[src/cobs_dfr_pkg.sv]
// ----------------------------------------------------------------------------
// cobs_dfr_pkg
// shared constants, types and the crc-8 step for the cobs packet deframer
// ----------------------------------------------------------------------------
package cobs_dfr_pkg;

  localparam int unsigned MAX_FRAME_BYTES = 4096;
  localparam int unsigned FRAME_CNT_W     = $clog2(MAX_FRAME_BYTES + 1);
  localparam int unsigned BODY_CNT_W      = FRAME_CNT_W;
  localparam int unsigned TRAILER_LEN     = 4;
  localparam int unsigned PLEN_W          = 12;

  localparam logic [7:0] CRC_POLY       = 8'hB2;
  localparam logic [7:0] CRC_XOR_OUT    = 8'hFF;
  localparam logic [7:0] COBS_DELIM     = 8'h00;
  localparam logic [7:0] COBS_FULL_CODE = 8'hFF;

  typedef enum logic [2:0] {
    STS_OK         = 3'd0,
    STS_CUT_GROUP  = 3'd1,
    STS_SHORT      = 3'd2,
    STS_LENGTH_BAD = 3'd3,
    STS_CRC_BAD    = 3'd4,
    STS_OVERLONG   = 3'd5
  } frame_status_e;

  typedef struct packed {
    logic          valid;
    logic [7:0]    data;
  } rx_stage_t;

  typedef struct packed {
    logic [7:0]        payload_byte;
    logic              frame_end;
    frame_status_e     frame_status;
    logic [7:0]        packet_id;
    logic [7:0]        device_id;
    logic [PLEN_W-1:0] payload_length;
  } dfr_result_t;

  // reflected crc-8 over one byte
  function automatic logic [7:0] crc8_update(input logic [7:0] crc, input logic [7:0] b);
    logic [7:0] v;
    v = crc ^ b;
    for (int k = 0; k < 8; k++) begin
      v = v[0] ? ((v >> 1) ^ CRC_POLY) : (v >> 1);
    end
    return v;
  endfunction

endpackage

[src/cobs_dfr_rx_if.sv]
// ----------------------------------------------------------------------------
// cobs_dfr_rx_if
// raw received byte channel, valid/ready handshake
// ----------------------------------------------------------------------------
interface cobs_dfr_rx_if;
  logic       valid;
  logic       ready;
  logic [7:0] rx_byte;

  modport source (output valid, output rx_byte, input ready);
  modport sink   (input valid, input rx_byte, output ready);
endinterface

[src/cobs_dfr_res_if.sv]
// ----------------------------------------------------------------------------
// cobs_dfr_res_if
// deframed result channel: payload bytes and end-of-frame transactions
// ----------------------------------------------------------------------------
interface cobs_dfr_res_if;
  import cobs_dfr_pkg::*;

  logic              valid;
  logic              ready;
  logic [7:0]        payload_byte;
  logic              frame_end;
  logic [2:0]        frame_status;
  logic [7:0]        packet_id;
  logic [7:0]        device_id;
  logic [PLEN_W-1:0] payload_length;

  modport source (
    output valid, output payload_byte, output frame_end, output frame_status,
    output packet_id, output device_id, output payload_length, input ready
  );
  modport sink (
    input valid, input payload_byte, input frame_end, input frame_status,
    input packet_id, input device_id, input payload_length, output ready
  );
endinterface

[src/cobs_crc8_packet_deframer_unit.sv]
// ----------------------------------------------------------------------------
// cobs_crc8_packet_deframer_unit
// cobs deframer with crc-8 check: payload bytes out, one end transaction per
// non-empty frame carrying status, id, device and payload length
// path: an accepted byte is held in the input register, then its result in the result register
// throughput: one byte per cycle while the output is not stalled, set by the input register and result register
// a byte that gives no result still passes through the input register
// reset: rst_ni clears frame state and both valid flags; delay line unreset
// ----------------------------------------------------------------------------
module cobs_crc8_packet_deframer_unit (
  input  logic           clk_i,
  input  logic           rst_ni,
  cobs_dfr_rx_if.sink    rx_i,
  cobs_dfr_res_if.source res_o
);
  import cobs_dfr_pkg::*;

  rx_stage_t stage;
  logic      advance;

  cobs_dfr_in_stage u_in_stage (
    .clk_i     (clk_i),
    .rst_ni    (rst_ni),
    .rx_i      (rx_i),
    .advance_i (advance),
    .stage_o   (stage)
  );

  cobs_dfr_core u_core (
    .clk_i     (clk_i),
    .rst_ni    (rst_ni),
    .stage_i   (stage),
    .advance_o (advance),
    .res_o     (res_o)
  );
endmodule

[src/cobs_dfr_in_stage.sv]
// ----------------------------------------------------------------------------
// cobs_dfr_in_stage
// input register for received bytes, refilled in the cycle it drains
// ----------------------------------------------------------------------------
module cobs_dfr_in_stage (
  input  logic                    clk_i,
  input  logic                    rst_ni,
  cobs_dfr_rx_if.sink             rx_i,
  input  logic                    advance_i,
  output cobs_dfr_pkg::rx_stage_t stage_o
);
  import cobs_dfr_pkg::*;

  logic       valid_q, valid_d;
  logic [7:0] data_q, data_d;
  logic       accept;

  assign rx_i.ready = !valid_q || advance_i;
  assign accept     = rx_i.valid && rx_i.ready;

  always_comb begin
    valid_d = valid_q;
    data_d  = data_q;
    if (accept) begin
      valid_d = 1'b1;
      data_d  = rx_i.rx_byte;
    end else if (advance_i) begin
      valid_d = 1'b0;
    end
  end

  always_ff @(posedge clk_i or negedge rst_ni) begin
    if (!rst_ni) begin
      valid_q <= 1'b0;
    end else begin
      valid_q <= valid_d;
    end
  end

  always_ff @(posedge clk_i) begin
    data_q <= data_d;
  end

  assign stage_o.valid = valid_q;
  assign stage_o.data  = data_q;
endmodule

[src/cobs_dfr_core.sv]
// ----------------------------------------------------------------------------
// cobs_dfr_core
// cobs decode, body delay line, lagging crc-8 and frame checks, with the
// result register that drives the output channel
// ----------------------------------------------------------------------------
module cobs_dfr_core (
  input  logic                    clk_i,
  input  logic                    rst_ni,
  input  cobs_dfr_pkg::rx_stage_t stage_i,
  output logic                    advance_o,
  cobs_dfr_res_if.source          res_o
);
  import cobs_dfr_pkg::*;

  // frame state
  logic                  started_q, started_d;
  logic [7:0]            group_left_q, group_left_d;
  logic                  was_full_q, was_full_d;
  logic [BODY_CNT_W-1:0] body_count_q, body_count_d;
  logic [7:0]            crc_q, crc_d;
  logic [FRAME_CNT_W-1:0] frame_bytes_q, frame_bytes_d;
  logic                  overlong_q, overlong_d;
  logic [7:0]            delay_q [4];
  logic [7:0]            delay_d [4];

  // result register
  logic                  out_valid_q, out_valid_d;
  dfr_result_t           out_q, out_d;

  logic                  fire;
  logic                  produce;
  logic                  is_code;
  logic                  do_push;
  logic [7:0]            push_val;
  frame_status_e         status;
  logic [7:0]            b;

  assign advance_o = !out_valid_q || res_o.ready;
  assign fire      = stage_i.valid && advance_o;
  assign b         = stage_i.data;

  always_comb begin
    if (overlong_q) begin
      status = STS_OVERLONG;
    end else if (group_left_q != 8'd0) begin
      status = STS_CUT_GROUP;
    end else if (body_count_q < BODY_CNT_W'(TRAILER_LEN)) begin
      status = STS_SHORT;
    end else if (delay_q[1] != 8'(body_count_q)) begin
      status = STS_LENGTH_BAD;
    end else if ((crc_q ^ CRC_XOR_OUT) != delay_q[0]) begin
      status = STS_CRC_BAD;
    end else begin
      status = STS_OK;
    end
  end

  always_comb begin
    started_d     = started_q;
    group_left_d  = group_left_q;
    was_full_d    = was_full_q;
    body_count_d  = body_count_q;
    crc_d         = crc_q;
    frame_bytes_d = frame_bytes_q;
    overlong_d    = overlong_q;
    delay_d       = delay_q;
    produce       = 1'b0;
    is_code       = 1'b0;
    do_push       = 1'b0;
    push_val      = 8'd0;
    out_d         = out_q;

    if (fire) begin
      if (b == COBS_DELIM) begin
        if (started_q) begin
          produce              = 1'b1;
          out_d.payload_byte   = 8'd0;
          out_d.frame_end      = 1'b1;
          out_d.frame_status   = status;
          out_d.packet_id      = (status == STS_OK) ? delay_q[3] : 8'd0;
          out_d.device_id      = (status == STS_OK) ? delay_q[2] : 8'd0;
          out_d.payload_length = (body_count_q > BODY_CNT_W'(TRAILER_LEN)) ?
                                 PLEN_W'(body_count_q - BODY_CNT_W'(TRAILER_LEN)) :
                                 PLEN_W'(0);
        end
        started_d     = 1'b0;
        group_left_d  = 8'd0;
        was_full_d    = 1'b0;
        body_count_d  = '0;
        crc_d         = 8'd0;
        frame_bytes_d = '0;
        overlong_d    = 1'b0;
      end else if (frame_bytes_q >= FRAME_CNT_W'(MAX_FRAME_BYTES)) begin
        overlong_d = 1'b1;
      end else begin
        frame_bytes_d = frame_bytes_q + FRAME_CNT_W'(1);
        if (!overlong_q) begin
          is_code = !started_q || (group_left_q == 8'd0);
          if (is_code) begin
            do_push      = started_q && !was_full_q;
            push_val     = 8'd0;
            started_d    = 1'b1;
            group_left_d = b - 8'd1;
            was_full_d   = (b == COBS_FULL_CODE);
          end else begin
            do_push      = 1'b1;
            push_val     = b;
            group_left_d = group_left_q - 8'd1;
          end
        end
      end

      if (do_push) begin
        if (body_count_q >= BODY_CNT_W'(TRAILER_LEN)) begin
          produce              = 1'b1;
          out_d.payload_byte   = delay_q[3];
          out_d.frame_end      = 1'b0;
          out_d.frame_status   = STS_OK;
          out_d.packet_id      = 8'd0;
          out_d.device_id      = 8'd0;
          out_d.payload_length = '0;
        end
        if (body_count_q != '0) begin
          crc_d = crc8_update(crc_q, delay_q[0]);
        end
        delay_d[3] = delay_q[2];
        delay_d[2] = delay_q[1];
        delay_d[1] = delay_q[0];
        delay_d[0] = push_val;
        if (body_count_q != '1) begin
          body_count_d = body_count_q + BODY_CNT_W'(1);
        end
      end
    end

    if (produce) begin
      out_valid_d = 1'b1;
    end else if (res_o.ready) begin
      out_valid_d = 1'b0;
    end else begin
      out_valid_d = out_valid_q;
    end
  end

  always_ff @(posedge clk_i or negedge rst_ni) begin
    if (!rst_ni) begin
      started_q     <= 1'b0;
      group_left_q  <= 8'd0;
      was_full_q    <= 1'b0;
      body_count_q  <= '0;
      crc_q         <= 8'd0;
      frame_bytes_q <= '0;
      overlong_q    <= 1'b0;
      out_valid_q   <= 1'b0;
    end else begin
      started_q     <= started_d;
      group_left_q  <= group_left_d;
      was_full_q    <= was_full_d;
      body_count_q  <= body_count_d;
      crc_q         <= crc_d;
      frame_bytes_q <= frame_bytes_d;
      overlong_q    <= overlong_d;
      out_valid_q   <= out_valid_d;
    end
  end

  always_ff @(posedge clk_i) begin
    delay_q <= delay_d;
    out_q   <= out_d;
  end

  assign res_o.valid          = out_valid_q;
  assign res_o.payload_byte   = out_q.payload_byte;
  assign res_o.frame_end      = out_q.frame_end;
  assign res_o.frame_status   = out_q.frame_status;
  assign res_o.packet_id      = out_q.packet_id;
  assign res_o.device_id      = out_q.device_id;
  assign res_o.payload_length = out_q.payload_length;
endmodule

[src/flat_wrapper.sv]
// flat-port wrapper written by rule: the top's interface ports become plain ports
module cobs_crc8_packet_deframer_unit_flat import cobs_dfr_pkg::*;
  (clk_i, rst_ni, rx_i_valid, rx_i_rx_byte, rx_i_ready, res_o_valid, res_o_payload_byte, res_o_frame_end, res_o_frame_status, res_o_packet_id, res_o_device_id, res_o_payload_length, res_o_ready);
  cobs_dfr_rx_if rx_i_i ();
  cobs_dfr_res_if res_o_i ();
  input  logic clk_i;
  input  logic rst_ni;
  input wire logic [$bits(rx_i_i.valid)-1:0] rx_i_valid;
  input wire logic [$bits(rx_i_i.rx_byte)-1:0] rx_i_rx_byte;
  output wire logic [$bits(rx_i_i.ready)-1:0] rx_i_ready;
  output wire logic [$bits(res_o_i.valid)-1:0] res_o_valid;
  output wire logic [$bits(res_o_i.payload_byte)-1:0] res_o_payload_byte;
  output wire logic [$bits(res_o_i.frame_end)-1:0] res_o_frame_end;
  output wire logic [$bits(res_o_i.frame_status)-1:0] res_o_frame_status;
  output wire logic [$bits(res_o_i.packet_id)-1:0] res_o_packet_id;
  output wire logic [$bits(res_o_i.device_id)-1:0] res_o_device_id;
  output wire logic [$bits(res_o_i.payload_length)-1:0] res_o_payload_length;
  input wire logic [$bits(res_o_i.ready)-1:0] res_o_ready;
  assign rx_i_i.valid = rx_i_valid;
  assign rx_i_i.rx_byte = rx_i_rx_byte;
  assign rx_i_ready = rx_i_i.ready;
  assign res_o_valid = res_o_i.valid;
  assign res_o_payload_byte = res_o_i.payload_byte;
  assign res_o_frame_end = res_o_i.frame_end;
  assign res_o_frame_status = res_o_i.frame_status;
  assign res_o_packet_id = res_o_i.packet_id;
  assign res_o_device_id = res_o_i.device_id;
  assign res_o_payload_length = res_o_i.payload_length;
  assign res_o_i.ready = res_o_ready;
  cobs_crc8_packet_deframer_unit u_core (.clk_i(clk_i), .rst_ni(rst_ni), .rx_i(rx_i_i), .res_o(res_o_i));
endmodule
[config.mk]
export PLATFORM = sky130hd
export DESIGN_NAME = cobs_crc8_packet_deframer_unit_flat
export DESIGN_NICKNAME = d
export VERILOG_FILES = /design/src/cobs_dfr_pkg.sv /design/src/cobs_dfr_rx_if.sv /design/src/cobs_dfr_res_if.sv /design/src/cobs_crc8_packet_deframer_unit.sv /design/src/cobs_dfr_in_stage.sv /design/src/cobs_dfr_core.sv /design/src/flat_wrapper.sv
export SDC_FILE = /design/constraint.sdc
export NUM_CORES = 1
export LEC_CHECK = 0
export ABC_AREA = 1
export BUFFER_PORTS_ARGS = -buffer_cell sky130_fd_sc_hd__buf_2
export CORE_ASPECT_RATIO = 1.4
export CORE_MARGIN = 2
export CORE_UTILIZATION = 35
export CTS_BUF_LIST = sky130_fd_sc_hd__clkbuf_2
export CTS_CLUSTER_DIAMETER = 80
export DETAILED_ROUTE_END_ITERATION = 10
export PLACE_DENSITY_LB_ADDON = 0.15
export RECOVER_POWER = 25
export SYNTH_ARGS = -nofsm -noshare
export SYNTH_HDL_FRONTEND = slang
export SYNTH_SLANG_ARGS = --single-unit
[constraint.sdc]
create_clock -name clk_i -period 2.7 [get_ports clk_i]
set_clock_uncertainty 0.1 [all_clocks]
set_input_delay 0.54 -clock clk_i [delete_from_list [all_inputs] [get_ports clk_i]]
set_output_delay 0.54 -clock clk_i [all_outputs]
set_load 0.05 [all_outputs]
**Word level (Yosys, flattened, before mapping)**

Cells that the tools add are included.

- Output and inout port bits: 42
- Register bits after elaboration: 127
- Logic and storage cells: 126
- Input bits: 12

- Add/sub/neg operators: 5
- Order comparisons: 4
- Bitwise gates (word level): 10
- Equality and inequality tests: 6
- Reductions and logical operators: 25
- Mux-type cells: 56

Operators by type and width:

| kind | count |
|---|---|
| $mux 40 | 4 |
| $mux 8 | 17 |
| $mux 13 | 5 |
| $not 3->4 | 8 |
| $add 13x1->13 const B | 2 |
| $mux 1 | 24 |
| $logic_not 8->1 | 2 |
| $ne 8x8->1 | 2 |
| $sub 8x1->8 const B | 2 |
| $mux 3 | 5 |
| $ge 13x13->1 const B | 1 |
| $ge 13x3->1 const B | 1 |
| $gt 13x3->1 const B | 1 |
| $lt 13x3->1 const B | 1 |
| $ne 13x13->1 const B | 1 |
| $reduce_bool 13->1 | 1 |
| $mux 12 | 1 |
| $sub 12x3->12 const B | 1 |
| $eq 8x8->1 const B | 1 |
| $not 8->8 | 1 |
| $reduce_bool 2->1 | 4 |
| $reduce_bool 8->1 | 1 |
| $xor 8x8->8 | 1 |
| $reduce_and 2->1 | 3 |
| 9 further kinds | 16 |

**Longest topological paths before layout**

- Word-level depth: 19
- Depth in mapped cells: 14
- Depth with buffers taken out: 14

**Hierarchy**

Synthesis repeated with hierarchy kept, for this count alone.

- Cells, all modules: 768
- Area total of the unflattened synthesis: 6926.6 um2

Modules (own cells, without submodules):

| module | times used | sequential area each (um2) | area each (um2) | cells an instance |
|---|---|---|---|---|
| cobs_dfr_core | 1 | 3313.2 | 6633.9 | 753 |
| cobs_dfr_in_stage | 1 | 265.3 | 292.8 | 15 |

**Worst setup path before layout**

OpenSTA, ideal clock, no wires.

- Path type: reg-to-reg
- Start: register u_core.u_core.out_valid_q (netlist: u_core.u_core.res_o.valid)
- End: register u_core.u_core.delay_q[0] in the netlist's numbering (enable)
- Period minus slack after synthesis: 3.035 ns
- Stages on the path, launching flop included: 5
- Path buffers: 1
- Library setup time: 0.424 ns
- Arrival time: 2.511 ns
- Setup slack: -0.335 ns
- Required time: 2.176 ns
- Cells stage by stage: dfrtp_1 > nand2_1 > nand2_1 > clkbuf_1 > nor2_1

- Longest elaborated chain between the ends: 4

Ends and longest elaborated chain:

| item | RTL line | text |
|---|---|---|
| from (decl) | cobs_dfr_core.sv:27 | `logic out_valid_q, out_valid_d;` |
| from (signal assigned) | cobs_dfr_core.sv:163 | `out_valid_q <= out_valid_d;` |
| $logic_not 1->1 | cobs_dfr_core.sv:38 | `assign advance_o = !out_valid_q \|\| res_o.ready;` |
| $logic_or 1x1->1 | cobs_dfr_core.sv:38 |  |
| $logic_and 1x1->1 | cobs_dfr_core.sv:39 | `assign fire = stage_i.valid && advance_o;` |
| $reduce_and 2->1 (no line) | - |  |
| to (signal assigned) | cobs_dfr_core.sv:168 | `delay_q <= delay_d;` |
| to (decl) | cobs_dfr_core.sv:23 | `logic [7:0] delay_q [4];` |

No other way between the ends.
A chain may end at the register's enable or synchronous reset.

**Final worst setup path**

- Start: input port res_o_ready
- End: output port rx_i_ready

- Longest elaborated chain between the ends: 2

Ends and longest elaborated chain:

| item | RTL line | text |
|---|---|---|
| from (decl) | flat_wrapper.sv:18 | `input wire logic [$bits(res_o_i.ready)-1:0] res_o_ready;` |
| $logic_or 1x1->1 | cobs_dfr_core.sv:38 |  |
| $logic_or 1x1->1 | cobs_dfr_in_stage.sv:18 | `assign rx_i.ready = !valid_q \|\| advance_i;` |
| to (decl) | flat_wrapper.sv:10 | `output wire logic [$bits(rx_i_i.ready)-1:0] rx_i_ready;` |

No other way between the ends.

==> run_results.csv <==
group,metric,value,unit
synth,synth_top_family_by_area,"simple AND/OR/NAND/NOR gates",
critical_path,startpoint_type,"primary input",
clock_tree,cts.reportedPaths.clkPinSlew,0.24,ns
critical_path,cp_max_fo,3,
layout,final_nets,869,
synth,ys_seq_area_share,53.41,%
sta,finalSetupViolations,0,
sta,rsz0062_at_grt,"no",
synth,syn-instance-count,765,
placement,dp_cells,1062,
synth,synth_cell_types,42,
synth,synth_fa_ha_area_share,1.681,%
power,p_total,4.349,mW
synth,ys_async_sr_fraction,37.01,%
clock_tree,postCtsHoldBufs,11,
power,p_clk_share,29.6,%
detailed_routing,antenna_left,0,
run_status,status,"complete, no violations",
clock_tree,clock_sinks,127,
detailed_routing,vias_per_cell,4.721,
grt,grt_pass1_wl,26260,um
synth,synth_compound_area_share,7.320,%
power,p_sw_share,33.82,%
synth,synth_xor_xnor_area_share,2.876,%
clock_tree,clockRootBuffer,"clkbuf_2",
sta,hold_ws,0.3534,ns
sta,min_period,2.316,ns
clock_tree,cts-resized-gates,0,
layout,fill_cells,1880,
detailed_routing,drt_wl_total,15830,um
floorplan,io_pins,54,
clock_tree,cts_tree,"done",
grt,grt_max_degree,48,
grt,first_global_vias,5185,
grt,grtUsageMet1,19.64,%
grt,met2_usage,29.53,%
power,p_leak,3.443,nW
synth,synth-seq-cells,127,
min_path,hold_path.class,"reg -> reg",
min_path,min_from,"u_core.u_core.delay_q[13]",
detailed_routing,first_iter_violations,302,
grt,gr-total-overflow,0,
placement,dpl.hpwl,11800,um
grt,top_usage_layer,"met2",
synth,synth_edf_count,80,
synth,ys.warnings.count,0,
detailed_routing,firstDrtPassIters,4,
power,p_switching,1.471,mW
critical_path,startpoint,"res_o_ready",
detailed_routing,vias,5221,
synth,syn_nets,786,
detailed_routing,drc,0,
layout,postLayoutCoreUtil,40.97,%
power,ir_drop,0.2518,mV
layout,fin_cells,1106,
synth,yosys.area_share.simple,28.52,%
floorplan,die_w,120.9,um
power,p_comb_share,17.7,%
layout,drive_above_1_share,17.89,%
clock_tree,post_cts_buffers,0,
power,intPower,2.878,mW
placement,routabilityCongestion,0.8888,
detailed_routing,wire_per_inst,14.31,um
clock_tree,clockBufferDepth,2,
synth,muxShareOfSynthArea,0,%
floorplan,rows,59,
critical_path,rr_startpoint,"u_core.u_core.body_count_q[9]",
placement,port_buffers,53,
sta,finalSetupTns,0,ns
floorplan,core,18680,sq um
critical_path,endpoint_kind,"primary output",
grt,antenna_found_initial,1,
synth,ys.flop_type,"edfxtp_1",
sta,tightest_slew,1.287,ns
critical_path,crit_type,"in -> out",
power,power_density,568.5,nW/um^2
sta,timing.fmax,0.4318,GHz
sta,fin_crit_sh,85.77,%
clock_tree,cts_inserted_buffers,17,
clock_tree,clk_latency,0.72,ns
clock_tree,htreeDepth,4,
floorplan,die-area,20280,sq um
critical_path,cp.arrival,1.68,ns
layout,synthToLayoutAreaGrowth,14.19,%
sta,hold_violations,0,
floorplan,die_h,167.7,um
synth,syn_area,6700,sq um
flow_run,drv_cap,0,
critical_path,crit_required,2.06,ns
grt,met3_usage,3.644,%
sta,slew_viol_final,0,
synth,synth_area_per_cell,8.758,sq um
power,pwr-share-seq,52.7,%
sta,slew_headroom,14.19,%
grt,grt_usage,16.65,%
floorplan,initial_core_util,35.87,%
## cells in the final DEF (no fill, tap or decap), drive strengths merged
cell type | synthesis | routed
o21a | 1 | 1
dlygate4sd3 | 0 | 11
clkinvlp | 0 | 1
nand3b | 2 | 2
o22ai | 8 | 8
clkinv | 3 | 7
or2 | 1 | 1
nor2 | 65 | 65
clkbuf | 2 | 18
a31oi | 3 | 3
nand2 | 263 | 263
bufinv | 0 | 2
ha | 9 | 9
nor4 | 6 | 6
xnor2 | 11 | 11
diode | 0 | 1
nand4 | 10 | 10
xor2 | 11 | 11
nor3 | 12 | 12
o211ai | 1 | 1
o21ai | 44 | 44
dfrtp | 47 | 47
nand3 | 70 | 70
inv | 84 | 92
buf | 9 | 63
a21oi | 15 | 15
o31ai | 8 | 8
edfxtp | 80 | 80
## flip-flops by register name, summed over array words and instances, names as in the netlist, 12 cells and up
register	count
u_core.u_core.body_count_q	13
u_core.u_core.frame_bytes_q	13
u_core.u_core.delay_q	32
u_core.u_core.res_o.payload_length	12
## layer usage
metal	part of all wire (%)	routed length (um)
met5	0	0
met4	1.3	198
met3	3.2	508
met2	52	8211
met1	44	6911
## critical path, stage by stage
cell and delay [ns]:
dlygate4sd3_1 0.53, buf_2 0.12, inv_1 0.06, nand3_1 0.16, buf_2 0.27
## synth_stat cells, types with 5 or more instances
master    number  area, sq um
nor2_4         7        78.83
nand4_1        9        56.30
nor3_1        11        55.05
o21ai_1        6        30.03
dfrtp_1       47         1176
ha_1           9        112.6
nor2_1        54        202.7
nand2_1      255        957.2
inv_2         18        67.56
a21oi_1       14        70.07
o21ai_0       32        160.2
nand3_1       67        335.3
edfxtp_1      80         2402
o21ai_2        6        52.55
buf_6          5        56.30
inv_1         65        244.0
nand2_2        7        43.79
xnor2_1       11        96.34
xor2_1        11        96.34
o31ai_1        8        60.06
## kinds of logic (layout without fill, tap and decap cells)
kind of cell,Yosys count,count (layout)
xor gates and xnor gates,22,22
DFF,127,127
buffers and inverters,98,194
and+or+nand+nor,429,429
adders and majority gates,9,9
other,0,1
AOI/OAI and AO/OA,80,80
## per-stage QoR
| stage | setup slack (ns) | area (sq um) |
|---|---|---|
| 2_1_floorplan | 0.1982 | 6704 |
| 3_3_place_gp | 0.4069 | 7283 |
| 3_5_place_dp | 0.4103 | 7283 |
| 4_1_cts | 0.2668 | 7651 |
| 5_1_grt | 0.1599 | 7651 |
| 6_report | 0.3841 | 7651 |
## path summary, 6_finish.rpt
| kind | to | slack (ns) | cells past startpoint |
|---|---|---|---|
| max in group asynchronous | u_core.u_core.frame_bytes_q[12] | 1.11 | 3 |
| min in group asynchronous | u_core.u_core.crc_q[6] | 0.56 | 3 |
| setup reg to reg | u_core.u_core.crc_q[2] | 0.39 | 7 |
| setup / recovery | rx_i_ready | 0.38 | 5 |
| hold reg to reg | u_core.u_core.delay_q[5] | 0.35 | 0 |
| hold / removal | u_core.u_core.delay_q[5] | 0.35 | 0 |
## power groups by stage
stage          combinational [mW]  sequential, mW  clock [mW]
2_1_floorplan               0.478            2.42           0
3_3_place_gp                0.756            2.34           0
3_5_place_dp                0.758            2.33           0
4_1_cts                     0.773            2.29        1.34
5_1_grt                     0.870            2.31        1.43
6_report                    0.768            2.29        1.29
## final cells by class
class | instances | area [sq um] | area share (%)
diodes | 1 | 2.502 | 0.03271
clock buffers | 17 | 85.08 | 1.112
clock inverters | 15 | 172.7 | 2.257
inverters | 87 | 330.3 | 4.317
multi-input cells | 540 | 2709 | 35.40
flip-flops and latches | 127 | 3578 | 46.77
well taps | 244 | 305.3 | 3.990
repair buffers | 75 | 467.9 | 6.116
Note: power is estimated with default switching activity, not from simulation.
